**src/design/ftrb_pkg.sv**
```systemverilog
package ftrb_pkg;

   // Buffer geometry.
   localparam int DEPTH  = 64;
   localparam int ADDR_W = $clog2(DEPTH);
   localparam int CNT_W  = $clog2(DEPTH + 1);

   // Field widths.
   localparam int OPCODE_W  = 2;
   localparam int LEVEL_W   = 3;
   localparam int DOMAIN_W  = 16;
   localparam int MESSAGE_W = 32;
   localparam int WANT_W    = 7;
   localparam int POS_W     = 6;
   localparam int IN_DATA_W  = 64;
   localparam int OUT_DATA_W = 64;

   // Operation codes carried in the request tuser.
   localparam logic [OPCODE_W-1:0] OP_RECORD = 2'd0;
   localparam logic [OPCODE_W-1:0] OP_QUERY  = 2'd1;
   localparam logic [OPCODE_W-1:0] OP_CLEAR  = 2'd2;

   // One stored trace entry.
   typedef struct packed {
      logic [LEVEL_W-1:0]   level;
      logic [DOMAIN_W-1:0]  domain;
      logic [MESSAGE_W-1:0] message;
   } entry_type;

   // Memory write request.
   typedef struct packed {
      logic              en;
      logic [ADDR_W-1:0] addr;
      entry_type         data;
   } mem_wr_type;

   // Memory read request.
   typedef struct packed {
      logic              en;
      logic [ADDR_W-1:0] addr;
   } mem_rd_type;

   // Query start command from the front end to the scanner.
   typedef struct packed {
      logic               start;
      logic [CNT_W-1:0]   want;
      logic [LEVEL_W-1:0] floor_lvl;
      logic [ADDR_W-1:0]  slot;
      logic [CNT_W-1:0]   live;
   } qry_cmd_type;

   // Scanner states.
   typedef enum logic [3:0] {
      Q_IDLE  = 4'b0001,
      Q_READ  = 4'b0010,
      Q_EVAL  = 4'b0100,
      Q_FLUSH = 4'b1000
   } qry_state_type;

endpackage

```
**src/design/ftrb_mem.sv**
```systemverilog
module ftrb_mem (
   input  logic                 clock,
   input  ftrb_pkg::mem_wr_type wr,
   input  ftrb_pkg::mem_rd_type rd,
   output ftrb_pkg::entry_type  rd_data
);

   ftrb_pkg::entry_type mem [ftrb_pkg::DEPTH];
   ftrb_pkg::entry_type rd_data_ff;

   // Single write port.
   always_ff @(posedge clock) begin
      if (wr.en) begin
         mem[wr.addr] <= wr.data;
      end
   end

   // Registered read port; the data holds until the next read.
   always_ff @(posedge clock) begin
      if (rd.en) begin
         rd_data_ff <= mem[rd.addr];
      end
   end

   assign rd_data = rd_data_ff;

endmodule

```
**src/design/ftrb_query.sv**
```systemverilog
module ftrb_query (
   input  logic                         clock,
   input  logic                         reset,
   input  ftrb_pkg::qry_cmd_type        cmd,
   output logic                         busy,
   output ftrb_pkg::mem_rd_type         rd,
   input  ftrb_pkg::entry_type          rd_data,
   output logic                         out_valid,
   input  logic                         out_ready,
   output ftrb_pkg::entry_type          out_entry,
   output logic [ftrb_pkg::POS_W-1:0]   out_pos,
   output logic                         out_last,
   output logic                         out_none
);

   ftrb_pkg::qry_state_type state_ff, state_in;
   logic [ftrb_pkg::ADDR_W-1:0]  idx_ff, idx_in, idx_prev;
   logic [ftrb_pkg::CNT_W-1:0]   scanned_ff, scanned_in;
   logic [ftrb_pkg::CNT_W-1:0]   written_ff, written_in;
   logic [ftrb_pkg::CNT_W-1:0]   want_ff, want_in;
   logic [ftrb_pkg::CNT_W-1:0]   live_ff, live_in;
   logic [ftrb_pkg::LEVEL_W-1:0] floor_ff, floor_in;

   // A match is held back until the next match or the end of the scan, so that its last flag is known when it leaves.
   logic                         hold_valid_ff, hold_valid_in;
   ftrb_pkg::entry_type          hold_entry_ff, hold_entry_in;
   logic [ftrb_pkg::POS_W-1:0]   hold_pos_ff, hold_pos_in;

   // Output register.
   logic                         out_valid_ff, out_valid_in;
   ftrb_pkg::entry_type          out_entry_ff, out_entry_in;
   logic [ftrb_pkg::POS_W-1:0]   out_pos_ff, out_pos_in;
   logic                         out_last_ff, out_last_in;
   logic                         out_none_ff, out_none_in;

   logic out_free;
   logic match;
   logic done;
   logic push;
   logic push_last;
   logic push_none;

   assign out_free = !out_valid_ff || out_ready;
   assign match    = rd_data.level >= floor_ff;
   assign idx_prev = (idx_ff == '0) ? ftrb_pkg::ADDR_W'(ftrb_pkg::DEPTH - 1)
                                    : idx_ff - 1'b1;
   assign busy     = state_ff != ftrb_pkg::Q_IDLE;

   // Scan sequencer: read one entry, then evaluate it.
   always_comb begin
      state_in      = state_ff;
      idx_in        = idx_ff;
      scanned_in    = scanned_ff;
      written_in    = written_ff;
      want_in       = want_ff;
      live_in       = live_ff;
      floor_in      = floor_ff;
      hold_valid_in = hold_valid_ff;
      hold_entry_in = hold_entry_ff;
      hold_pos_in   = hold_pos_ff;
      rd.en         = 1'b0;
      rd.addr       = idx_prev;
      push          = 1'b0;
      push_last     = 1'b0;
      push_none     = 1'b0;
      done          = 1'b0;
      case (state_ff)
         ftrb_pkg::Q_IDLE: begin
            if (cmd.start) begin
               idx_in        = cmd.slot;
               scanned_in    = '0;
               written_in    = '0;
               want_in       = cmd.want;
               live_in       = cmd.live;
               floor_in      = cmd.floor_lvl;
               hold_valid_in = 1'b0;
               state_in      = (cmd.want == '0) ? ftrb_pkg::Q_FLUSH : ftrb_pkg::Q_READ;
            end
         end
         ftrb_pkg::Q_READ: begin
            rd.en      = 1'b1;
            idx_in     = idx_prev;
            scanned_in = scanned_ff + 1'b1;
            state_in   = ftrb_pkg::Q_EVAL;
         end
         ftrb_pkg::Q_EVAL: begin
            // Stall only when a held match must leave and the output is full.
            if (!(match && hold_valid_ff && !out_free)) begin
               if (match) begin
                  push          = hold_valid_ff;
                  hold_valid_in = 1'b1;
                  hold_entry_in = rd_data;
                  hold_pos_in   = ftrb_pkg::POS_W'(written_ff);
                  written_in    = written_ff + 1'b1;
               end
               done     = (written_in == want_ff) || (scanned_ff == live_ff);
               state_in = done ? ftrb_pkg::Q_FLUSH : ftrb_pkg::Q_READ;
            end
         end
         ftrb_pkg::Q_FLUSH: begin
            // Final item of the run: the held match, or the empty answer.
            if (out_free) begin
               push          = 1'b1;
               push_last     = 1'b1;
               push_none     = !hold_valid_ff;
               hold_valid_in = 1'b0;
               state_in      = ftrb_pkg::Q_IDLE;
            end
         end
         default: begin
            state_in = ftrb_pkg::Q_IDLE;
         end
      endcase
   end

   // Output register load and drain.
   always_comb begin
      out_valid_in = out_valid_ff;
      out_entry_in = out_entry_ff;
      out_pos_in   = out_pos_ff;
      out_last_in  = out_last_ff;
      out_none_in  = out_none_ff;
      if (push) begin
         out_valid_in = 1'b1;
         out_entry_in = push_none ? '0 : hold_entry_ff;
         out_pos_in   = push_none ? '0 : hold_pos_ff;
         out_last_in  = push_last;
         out_none_in  = push_none;
      end else if (out_ready) begin
         out_valid_in = 1'b0;
      end
   end

   // Control registers.
   always_ff @(posedge clock) begin
      if (reset) begin
         state_ff      <= ftrb_pkg::Q_IDLE;
         hold_valid_ff <= 1'b0;
         out_valid_ff  <= 1'b0;
      end else begin
         state_ff      <= state_in;
         hold_valid_ff <= hold_valid_in;
         out_valid_ff  <= out_valid_in;
      end
   end

   // Counters and payload registers.
   always_ff @(posedge clock) begin
      idx_ff        <= idx_in;
      scanned_ff    <= scanned_in;
      written_ff    <= written_in;
      want_ff       <= want_in;
      live_ff       <= live_in;
      floor_ff      <= floor_in;
      hold_entry_ff <= hold_entry_in;
      hold_pos_ff   <= hold_pos_in;
      out_entry_ff  <= out_entry_in;
      out_pos_ff    <= out_pos_in;
      out_last_ff   <= out_last_in;
      out_none_ff   <= out_none_in;
   end

   assign out_valid = out_valid_ff;
   assign out_entry = out_entry_ff;
   assign out_pos   = out_pos_ff;
   assign out_last  = out_last_ff;
   assign out_none  = out_none_ff;

   // The scan never looks past the live entries.
   a_scan_bound: assert property (@(posedge clock) disable iff (reset)
      (state_ff != ftrb_pkg::Q_IDLE) |-> (scanned_ff <= live_ff))
      else $error("scan passed the live entries");

   // A run never returns more items than requested.
   a_written_bound: assert property (@(posedge clock) disable iff (reset)
      (state_ff != ftrb_pkg::Q_IDLE) |-> (written_ff <= want_ff))
      else $error("run returned more items than requested");

   // Evaluation always follows a memory read.
   a_eval_after_read: assert property (@(posedge clock) disable iff (reset)
      (state_ff == ftrb_pkg::Q_EVAL) |->
      $past(state_ff == ftrb_pkg::Q_READ || state_ff == ftrb_pkg::Q_EVAL))
      else $error("evaluation without a read");

   // An empty answer always closes its run.
   a_none_is_last: assert property (@(posedge clock) disable iff (reset)
      (out_valid_ff && out_none_ff) |-> out_last_ff)
      else $error("empty answer not marked last");

endmodule

```
**src/design/filtered_trace_ring_buffer.sv**
```systemverilog
// Overwriting trace buffer of 64 entries with a filtered, newest-first readback.
// Request channel (req_*): tuser carries the operation (record, query, clear),
// tdata the entry fields and the query arguments. Response channel (rsp_*):
// one item per returned entry, newest first; tlast marks the end of a query
// run and tuser flags the single empty answer of a query that matched nothing.
// Record and clear items are taken one per cycle while no query is running and produce no response.
// A query holds off the request channel until its run is complete: it starts,
// then examines each entry with one read of the entry memory's single read port
// and a test of the level, and then closes the run with a final item; response
// stalls lengthen the run.
// A match is held until the next match, or the end of the scan, decides its
// tlast; it then passes through the output register, so its item comes later
// when matches are sparse.
// A stalled response channel stops the scan at the next match; nothing is lost.
// Reset empties the buffer (write slot and live count to zero) and drops any
// query in flight; the entry memory itself is not cleared.
module filtered_trace_ring_buffer (
   input  logic                                clock,
   input  logic                                reset,
   input  logic                                req_tvalid,
   output logic                                req_tready,
   // new_level[2:0], new_domain[18:3], new_message[50:19], want_count[57:51],
   // floor_level[60:58], zero fill above
   input  logic [ftrb_pkg::IN_DATA_W-1:0]      req_tdata,
   // opcode[1:0]
   input  logic [ftrb_pkg::OPCODE_W-1:0]       req_tuser,
   output logic                                rsp_tvalid,
   input  logic                                rsp_tready,
   // found_level[2:0], found_domain[18:3], found_message[50:19],
   // run_position[56:51], zero fill above
   output logic [ftrb_pkg::OUT_DATA_W-1:0]     rsp_tdata,
   // last_of_run
   output logic                                rsp_tlast,
   // nothing_found[0]
   output logic                                rsp_tuser
);

   logic                           accept;
   logic                           busy;
   logic [ftrb_pkg::LEVEL_W-1:0]   new_level;
   logic [ftrb_pkg::DOMAIN_W-1:0]  new_domain;
   logic [ftrb_pkg::MESSAGE_W-1:0] new_message;
   logic [ftrb_pkg::WANT_W-1:0]    want_count;
   logic [ftrb_pkg::LEVEL_W-1:0]   floor_level;

   logic [ftrb_pkg::ADDR_W-1:0] write_slot_ff, write_slot_in;
   logic [ftrb_pkg::CNT_W-1:0]  live_count_ff, live_count_in;

   ftrb_pkg::mem_wr_type  mem_wr;
   ftrb_pkg::mem_rd_type  mem_rd;
   ftrb_pkg::entry_type   mem_rd_data;
   ftrb_pkg::qry_cmd_type qry_cmd;

   ftrb_pkg::entry_type         out_entry;
   logic [ftrb_pkg::POS_W-1:0]  out_pos;

   // Request unpacking.
   assign new_level   = req_tdata[2:0];
   assign new_domain  = req_tdata[18:3];
   assign new_message = req_tdata[50:19];
   assign want_count  = req_tdata[57:51];
   assign floor_level = req_tdata[60:58];

   // Records never overlap a scan, so memory reads and writes cannot collide.
   assign req_tready = !busy;
   assign accept     = req_tvalid && req_tready;

   // Record and clear handling of the slot and the live count.
   always_comb begin
      write_slot_in       = write_slot_ff;
      live_count_in       = live_count_ff;
      mem_wr.en           = 1'b0;
      mem_wr.addr         = write_slot_ff;
      mem_wr.data.level   = new_level;
      mem_wr.data.domain  = new_domain;
      mem_wr.data.message = new_message;
      if (accept) begin
         case (req_tuser)
            ftrb_pkg::OP_RECORD: begin
               mem_wr.en     = 1'b1;
               write_slot_in = (write_slot_ff == ftrb_pkg::ADDR_W'(ftrb_pkg::DEPTH - 1))
                               ? '0 : write_slot_ff + 1'b1;
               if (live_count_ff != ftrb_pkg::CNT_W'(ftrb_pkg::DEPTH)) begin
                  live_count_in = live_count_ff + 1'b1;
               end
            end
            ftrb_pkg::OP_CLEAR: begin
               write_slot_in = '0;
               live_count_in = '0;
            end
            default: begin
            end
         endcase
      end
   end

   // Query command; the request is clipped to the live count.
   always_comb begin
      qry_cmd.start     = accept && (req_tuser == ftrb_pkg::OP_QUERY);
      qry_cmd.want      = (want_count > ftrb_pkg::WANT_W'(live_count_ff))
                          ? live_count_ff : ftrb_pkg::CNT_W'(want_count);
      qry_cmd.floor_lvl = floor_level;
      qry_cmd.slot      = write_slot_ff;
      qry_cmd.live      = live_count_ff;
   end

   always_ff @(posedge clock) begin
      if (reset) begin
         write_slot_ff <= '0;
         live_count_ff <= '0;
      end else begin
         write_slot_ff <= write_slot_in;
         live_count_ff <= live_count_in;
      end
   end

   ftrb_mem u_mem (
      .clock   (clock),
      .wr      (mem_wr),
      .rd      (mem_rd),
      .rd_data (mem_rd_data)
   );

   ftrb_query u_query (
      .clock     (clock),
      .reset     (reset),
      .cmd       (qry_cmd),
      .busy      (busy),
      .rd        (mem_rd),
      .rd_data   (mem_rd_data),
      .out_valid (rsp_tvalid),
      .out_ready (rsp_tready),
      .out_entry (out_entry),
      .out_pos   (out_pos),
      .out_last  (rsp_tlast),
      .out_none  (rsp_tuser)
   );

   // Response packing.
   assign rsp_tdata = {7'd0, out_pos, out_entry.message, out_entry.domain, out_entry.level};

endmodule

```
**config.mk**
```make
export PLATFORM = sky130hd
export DESIGN_NAME = filtered_trace_ring_buffer
export DESIGN_NICKNAME = d
export VERILOG_FILES = /design/src/design/ftrb_pkg.sv /design/src/design/ftrb_mem.sv /design/src/design/ftrb_query.sv /design/src/design/filtered_trace_ring_buffer.sv
export SDC_FILE = /design/constraint.sdc
export NUM_CORES = 2
export LEC_CHECK = 0
export ABC_AREA = 1
export BUFFER_PORTS_ARGS = -buffer_cell sky130_fd_sc_hd__buf_2
export CORE_MARGIN = 10
export CORE_UTILIZATION = 30
export CTS_CLUSTER_DIAMETER = 200
export DETAILED_ROUTE_END_ITERATION = 6
export PLACE_DENSITY = 0.47
export REMOVE_ABC_BUFFERS = 1
export SLEW_MARGIN = 30
export SYNTH_ARGS = -nofsm -noshare
export SYNTH_HDL_FRONTEND = slang
export SYNTH_SLANG_ARGS = --single-unit
```
**constraint.sdc**
```tcl
create_clock -name clock -period 5.5 [get_ports clock]
set_input_delay 0.55 -clock clock [delete_from_list [all_inputs] [get_ports clock]]
set_output_delay 0.55 -clock clock [all_outputs]
set_load 0.02 [all_outputs]
```
# After elaboration in Yosys (flattened, before gate mapping)
# Memories as Yosys holds them, arrays and structs flattened. A register that Yosys moved wholly into a read port is not among the register bits.
# Index checks and enable logic that the tools add are counted.
# W data, S select, Z words.
[totals]
out_inout_bits = 68
memories = 1
ff_bits = 172
ramBits = 3264
input_bits = 70
elab_cells = 111
[classes]
magnitude_cmp = 2
n_reduce_logical = 26
muxes = 39
n_eq_ne = 16
n_bitwise = 1
addsub = 5
[memory_table]
columns = ["name", "words", "width", "read_ports", "rd_clocked_by_memory_dff", "write_ports", "line_no", "text"]
rows = [
  ["u_mem.mem", 64, 51, 1, 1, 1, "ftrb_mem.sv:8", "ftrb_pkg::entry_type mem [ftrb_pkg::DEPTH];"],
]
[ops]
columns = ["operator", "n"]
rows = [
  ["$mux W7", 7],
  ["$pmux W7 S2", 3],
  ["$pmux W6 S2", 2],
  ["$add A7 B1 Y7 const B", 3],
  ["$mux W4", 5],
  ["$mux W6", 3],
  ["$mux W1", 16],
  ["$pmux W4 S4", 1],
  ["$eq A7 B7 Y1", 2],
  ["$reduce_and A3 Y1", 4],
  ["$reduce_bool A2 Y1", 4],
  ["$gt A7 B7 Y1", 1],
  ["$logic_not A7 Y1", 1],
  ["$ne A7 B7 Y1 const B", 1],
  ["$add A6 B1 Y6 const B", 1],
  ["$eq A6 B6 Y1 const B", 1],
  ["$logic_not A6 Y1", 1],
  ["$ne A2 B2 Y1 const B", 3],
  ["$reduce_and A2 Y1", 3],
  ["$sub A6 B1 Y6 const B", 1],
  ["$reduce_and A5 Y1", 1],
  ["$eq A4 B1 Y1 const B", 1],
  ["$eq A4 B2 Y1 const B", 1],
  ["$eq A4 B3 Y1 const B", 1],
  ["14 further kinds", 22],
]

# Logic depth before layout (Yosys ltp)
[logic_depth]
depth_word = 11
mapped_depth = 19
depth_no_buf = 19

# By module
# Synthesis repeated with hierarchy kept, for this count alone.
[hier_totals]
hier_cells = 11423
area_unflattened_um2 = 140066.8
[by_module_without_submodules]
columns = ["module", "area_each_um2", "cells_per_inst", "seq_area_each_um2", "instances"]
rows = [
  ["ftrb_mem", 132678.5, 10740, 99545.5, 1],
  ["ftrb_query", 6324.8, 510, 4714.5, 1],
  ["filtered_trace_ring_buffer", 1063.5, 173, 260.2, 1],
]

# Worst setup path before layout
# Ideal clock, no wire load.
[synth_path]
path_kind = "reg2reg"
startpoint = "reg u_query.state_ff[1]"
endpoint = "reg u_query.hold_entry_ff[0] (netlist name), enable pin"
path_stages_with_launch = 10
path_buffers = 0
required_ns = 5.026
t_arrival_ns = 4.597
setup_slack_ns = 0.429
path_cell_list = "dfxtp_1 > inv_1 > nand2_1 > nor2_2 > nand2_1 > nor2_1 > nor2_1 > nor2_1 > o211ai_1 > nor2_1"
[synth_via]
elab_chain_len = 2
[synth_lines]
columns = ["element", "line_no", "text"]
rows = [
  ["start: declaration", "ftrb_query.sv:16", "ftrb_pkg::qry_state_type state_ff, state_in;"],
  ["start signal: assignment", "ftrb_query.sv:137", "state_ff <= ftrb_pkg::Q_IDLE;"],
  ["start signal: assignment", "ftrb_query.sv:141", "state_ff <= state_in;"],
  ["$eq A4 B3 Y1", "ftrb_query.sv:67", "case (state_ff)"],
  ["$reduce_and A3 Y1 (no source line)", "-", ""],
  ["end signal: assignment", "ftrb_query.sv:155", "hold_entry_ff <= hold_entry_in;"],
  ["end: declaration", "ftrb_query.sv:26", "ftrb_pkg::entry_type hold_entry_ff, hold_entry_in;"],
]
# Every way passes these cells.
# A chain may end at the register's enable or synchronous reset.

# Worst setup path in the final report
[layout_path]
startpoint = "reg u_query.state_ff[3]"
endpoint = "mem u_mem.mem[13][50] (netlist name), enable pin"
[layout_via]
elab_chain_len = 6
[layout_lines]
columns = ["element", "line_no", "text"]
rows = [
  ["$ne A4 B1 Y1", "ftrb_query.sv:47", "assign busy = state_ff != ftrb_pkg::Q_IDLE;"],
  ["$logic_not A1 Y1", "filtered_trace_ring_buffer.sv:65", "assign req_tready = !busy;"],
  ["$logic_and A1 B1 Y1", "filtered_trace_ring_buffer.sv:66", "assign accept = req_tvalid && req_tready;"],
  ["$mux W1", "filtered_trace_ring_buffer.sv:77", "if (accept) begin"],
  ["$mux W1", "ftrb_mem.sv:13", "if (wr.en) begin"],
  ["$mux W1 (implied by the code)", "ftrb_mem.sv:14", "mem[wr.addr] <= wr.data;"],
  ["end: declaration", "ftrb_mem.sv:8", ""],
]
# Every way passes these cells.

==> flow_summary.rst <==
.. list-table::
   :header-rows: 1

   * - Metric
     - Value
   * - Most used flip-flop cell after synthesis
     - sky130_fd_sc_hd__edfxtp_1
   * - Proportion of synthesized chip area in sequential cells
     - 75.8%
   * - Final period utilization
     - 76.4%
   * - Slew Limit Fails
     - 0
   * - Aggregate routed wire length
     - 454000 um
   * - Placed wire-length estimate after detailed placement
     - 233000 um
   * - Capturing element type of the critical path
     - flop
   * - First drt pass iteration count
     - 6
   * - Clock tree from TritonCTS
     - built
   * - Fin area
     - 159000 um2
   * - Final weighted congestion in routability-driven placement
     - 0.775
   * - Transition at the pin with the smallest max-transition slack
     - 1.29 ns
   * - Net switching fraction of the power
     - 28.8%
   * - Antenna Violating Nets Remaining
     - 0
   * - Total clock buffers created by CTS
     - 368
   * - FFs w/ async S/R, synth
     - 0%
   * - Crit path to
     - u_mem.mem[13][50]
   * - # rows
     - 248
   * - Top fanout value on the critical path
     - 17
   * - Unrepaired setup endpoints after global routing
     - no
   * - Internal cell power
     - 0.0471 W
   * - Fraction of final layout cells with drive strength greater than 1
     - 9.20%
   * - Logic pwr share
     - 17.8%
   * - Outcome
     - finished clean
   * - Global Route met3 Usage
     - 2.65%
   * - Clock Pin Slew Worst Setup and Hold Paths
     - 0.06 ns
   * - Num ports
     - 138
   * - Post-layout total power
     - 0.0661 W
   * - Relative contribution of sequential cells to total power
     - 44.7%
   * - Total global routing overflow
     - 0
   * - Max-slew headroom
     - 14.0%
   * - Number of buffer cells added on primary ports
     - 127
   * - Count of final setup violators
     - 0
   * - Post-Place Cell Area
     - 147000 um2
   * - Post-Place Setup Slack
     - 1.44 ns
   * - PnR worst setup slack
     - 1.30 ns
   * - Cell depth of the worst hold path
     - 1
   * - Required time of the critical path
     - 6.09 ns
   * - Final #Nets
     - 11000
   * - Antenna violations before repair
     - 29
   * - R2R Path Start
     - u_query.state_ff[3]
   * - Worst-case vdd ir drop
     - 295 uV
   * - Synth unique cells
     - 40
   * - Combined area of all synthesized cells
     - 138000 um2
   * - Avg Inst Size Synth
     - 12.7 um2
   * - Routed wire length per instance
     - 26.1 um
   * - Type of the worst min-delay path
     - input pin to flop
   * - Critical Path Start
     - u_query.state_ff[3]
   * - First-pass GRT wire length
     - 640000 um
   * - Via count
     - 89400
   * - Final Skew
     - 0.0301 ns
   * - Met1 track demand over resource
     - 23.8%
   * - Mapped Cells
     - 10900
   * - Postcts setup bufs
     - 0
   * - Clk network pwr share
     - 37.5%
   * - GRT Overall Usage
     - 17.8%
   * - Clock tree root driver cell
     - sky130_fd_sc_hd__clkbuf_16
   * - Total power density per cell area
     - 415 nW/um2
   * - Clock Sinks
     - 3487
   * - Area of the core
     - 457000 um2
   * - Setup slack on the worst flop-to-flop path
     - 1.30 ns
   * - Ratio of routed vias to standard cells
     - 5.14
   * - Number of flops mapped to enable cells by yosys
     - 3468
   * - Number of violations reported at the end of detailed-routing iteration 0
     - 8502
   * - Max-capacitance violation count
     - 0
   * - Most heavily used metal layer in global routing
     - met2
   * - GR Layer Usage met2
     - 29.8%
   * - Maximum number of pins on one net before global-route repair
     - 211
   * - Min Clock Period, post-route
     - 4.20 ns
   * - #FFs+latches synth
     - 3487
   * - Destination of the worst register-to-register timing path
     - u_mem.mem[13][50]
   * - Overall die area
     - 487000 um2
   * - Die span in x
     - 698 um
   * - H-tree depth reported by CTS
     - 5
   * - Vias in the first global route
     - 86300
   * - Length in cells of the worst reg-to-reg path
     - 10
   * - Critical path launch point type
     - flop
   * - Leakage power
     - 52.4 nW
   * - Worst Setup Path Type
     - flop to flop
   * - Fin. Hold Viols
     - 0
   * - Count of yosys warnings during synthesis
     - 0
   * - Data arrival time of the worst path
     - 4.79 ns
   * - Vertical die dimension
     - 698 um
   * - Clock Tree Buf Depth
     - 4
   * - Relative area change from synthesis to final layout
     - 15.5%
   * - Effective utilization at floorplan
     - 30.2%
   * - Clock latency at the later pin of the worst-skew pair
     - 0.96 ns
   * - Highest attainable clock frequency
     - 238 MHz
   * - DRC
     - 0
   * - Switching pwr
     - 0.0190 W
cell families (layout without fill, tap and decap cells):
group	count (synthesis)	after routing	synth area share, %
AND/OR/NAND/NOR	4035	4035	11.5
flip-flops	3487	3487	75.8
AO/OA/AOI/OAI	2418	2418	9.57
buffers and inverters	890	1279	2.89
adder cells (fa/ha/maj)	17	17	0.154
XOR/XNOR	10	10	0.0735
other	1	15	0.00272
metal layers:
metal	vias to the layer above	wire length [um]
met5	-	96
met2	3227	217000
met4	14	14600
met3	665	30500
li1	39600	-
met1	45900	192000
cell type report:
cell class | instances | area, um2
fill | 43900 | 298000
sequential | 3487 | 105000
multi-input combinational | 6487 | 29900
clock buffer | 449 | 9640
tap | 6125 | 7660
timing repair buffer | 446 | 4530
clock inverter | 224 | 2260
inverter | 160 | 638
antenna | 8 | 20.0
how the worst min path moves through the flow:
stage / start / slack, ns / to
6_report: req_tdata[47] / 0.08 / u_mem.mem[14][28]
5_1_grt: req_tdata[47] / 0.06 / u_mem.mem[0][28]
4_1_cts: req_tdata[49] / 0.007 / u_mem.mem[28][30]
3_5_place_dp: u_mem.rd_data[22] / 0.41 / u_query.hold_entry_ff[22]
3_3_place_gp: u_mem.rd_data[17] / 0.40 / u_query.hold_entry_ff[17]
2_1_floorplan: u_mem.rd_data[0] / 0.40 / u_query.hold_entry_ff[0]
stage by stage:
stage	TNS (ns)	std cells	hold WS [ns]	utilization [%]
6_report	0	17400	0.0823	34.8
2_1_floorplan	-1701.16	10100	0.400	-
4_1_cts	0	17400	0.00741	34.8
5_1_grt	0	17400	0.0647	34.8
3_5_place_dp	0	16700	0.405	32.1
3_3_place_gp	0	16700	0.401	32.1
synthesized netlist by cell type, types with 2 or more instances:
cell type                     n  area [um2]
sky130_fd_sc_hd__inv_2        3        11.3
sky130_fd_sc_hd__edfxtp_1  3468      104000
sky130_fd_sc_hd__nand3b_1     3        22.5
sky130_fd_sc_hd__or2_2        2        12.5
sky130_fd_sc_hd__nor3_1      20         100
sky130_fd_sc_hd__o22ai_1    711        4450
sky130_fd_sc_hd__xnor2_1      4        35.0
sky130_fd_sc_hd__inv_1      155         582
sky130_fd_sc_hd__nand2_1   1744        6550
sky130_fd_sc_hd__ha_1        17         213
sky130_fd_sc_hd__nor2_2       4        25.0
sky130_fd_sc_hd__a21oi_1     44         220
sky130_fd_sc_hd__buf_6       20         225
sky130_fd_sc_hd__dfxtp_1     19         380
sky130_fd_sc_hd__xor2_1       5        43.8
sky130_fd_sc_hd__o21ai_1    190         951
sky130_fd_sc_hd__nor4_1       2        12.5
sky130_fd_sc_hd__buf_1       48         180
sky130_fd_sc_hd__clkbuf_1   390        1460
sky130_fd_sc_hd__nand4_1      9        56.3
sky130_fd_sc_hd__o21ai_0   1394        6980
sky130_fd_sc_hd__buf_2      211        1060
sky130_fd_sc_hd__buf_4       60         450
sky130_fd_sc_hd__clkinv_1     2        7.51
sky130_fd_sc_hd__a221oi_1     2        17.5
sky130_fd_sc_hd__nor2_1    1776        6670
sky130_fd_sc_hd__o211ai_1    73         548
sky130_fd_sc_hd__nand3_1    470        2350
layout by cell type, fill, tap and decap left out, types with 3 or more instances in the layout:
cell type,count
sky130_fd_sc_hd__nor2_2,4
sky130_fd_sc_hd__inv_6,13
sky130_fd_sc_hd__o211ai_1,73
sky130_fd_sc_hd__o21ai_1,191
sky130_fd_sc_hd__buf_2,83
sky130_fd_sc_hd__inv_16,9
sky130_fd_sc_hd__clkinvlp_4,9
sky130_fd_sc_hd__nand3_1,469
sky130_fd_sc_hd__nand3b_1,3
sky130_fd_sc_hd__a21oi_1,44
sky130_fd_sc_hd__bufinv_16,38
sky130_fd_sc_hd__edfxtp_1,3468
sky130_fd_sc_hd__dfxtp_1,19
sky130_fd_sc_hd__nor2_4,69
sky130_fd_sc_hd__inv_1,153
sky130_fd_sc_hd__nor2_1,1708
sky130_fd_sc_hd__nor3_1,18
sky130_fd_sc_hd__buf_16,8
sky130_fd_sc_hd__buf_4,243
sky130_fd_sc_hd__o21ai_0,1393
sky130_fd_sc_hd__clkinv_1,83
sky130_fd_sc_hd__dlygate4sd3_1,16
sky130_fd_sc_hd__nand4_1,9
sky130_fd_sc_hd__xnor2_1,4
sky130_fd_sc_hd__clkbuf_16,373
sky130_fd_sc_hd__o22ai_1,711
sky130_fd_sc_hd__clkinv_8,3
sky130_fd_sc_hd__clkbuf_1,74
sky130_fd_sc_hd__inv_8,4
sky130_fd_sc_hd__nor3_2,3
sky130_fd_sc_hd__clkinv_2,67
sky130_fd_sc_hd__diode_2,8
sky130_fd_sc_hd__xor2_1,5
sky130_fd_sc_hd__nand2_1,1744
sky130_fd_sc_hd__buf_12,95
sky130_fd_sc_hd__ha_1,16
sky130_fd_sc_hd__conb_1,7
timing repair:
action | 4_1_cts | 5_1_grt
hold buffers | 15 | 1
endpoints found under the hold margin | 38 | 15
gates resized for setup | 0 | 0
critical path: stages (launching register included):
cell,delay (ns)
sky130_fd_sc_hd__dfxtp_1,0.32
sky130_fd_sc_hd__inv_1,0.08
sky130_fd_sc_hd__nand2_1,0.09
sky130_fd_sc_hd__nor2_2,0.16
sky130_fd_sc_hd__nand2_1,0.20
sky130_fd_sc_hd__nor2_4,0.32
sky130_fd_sc_hd__inv_2,0.10
sky130_fd_sc_hd__nor2_2,0.31
sky130_fd_sc_hd__nand3_1,0.73
sky130_fd_sc_hd__nor2_4,0.94
sky130_fd_sc_hd__buf_4,0.52
registers in the layout, summed over array words and instances, names as in the netlist:
signal and flops:
live_count_ff 7, u_mem.mem 3264, u_mem.rd_data 51, u_query.floor_ff 3, u_query.hold_entry_ff 51, u_query.hold_pos_ff 6, u_query.hold_valid_ff 1, u_query.idx_ff 6
u_query.live_ff 7, u_query.out_entry 51, u_query.out_last 1, u_query.out_none 1, u_query.out_pos 6, u_query.out_valid 1, u_query.scanned_ff 7, u_query.state_ff 4
u_query.want_ff 7, u_query.written_ff 7, write_slot_ff 6
power groups by stage:
stage	Sequential, W	Combinational [W]	Clock, W
2_1_floorplan	0.0301	0.00806	0
3_3_place_gp	0.0301	0.0116	0
3_5_place_dp	0.0301	0.0117	0
4_1_cts	0.0295	0.0117	0.0253
5_1_grt	0.0295	0.0130	0.0264
6_report	0.0295	0.0117	0.0248
Power figures use the tool's default switching activity.
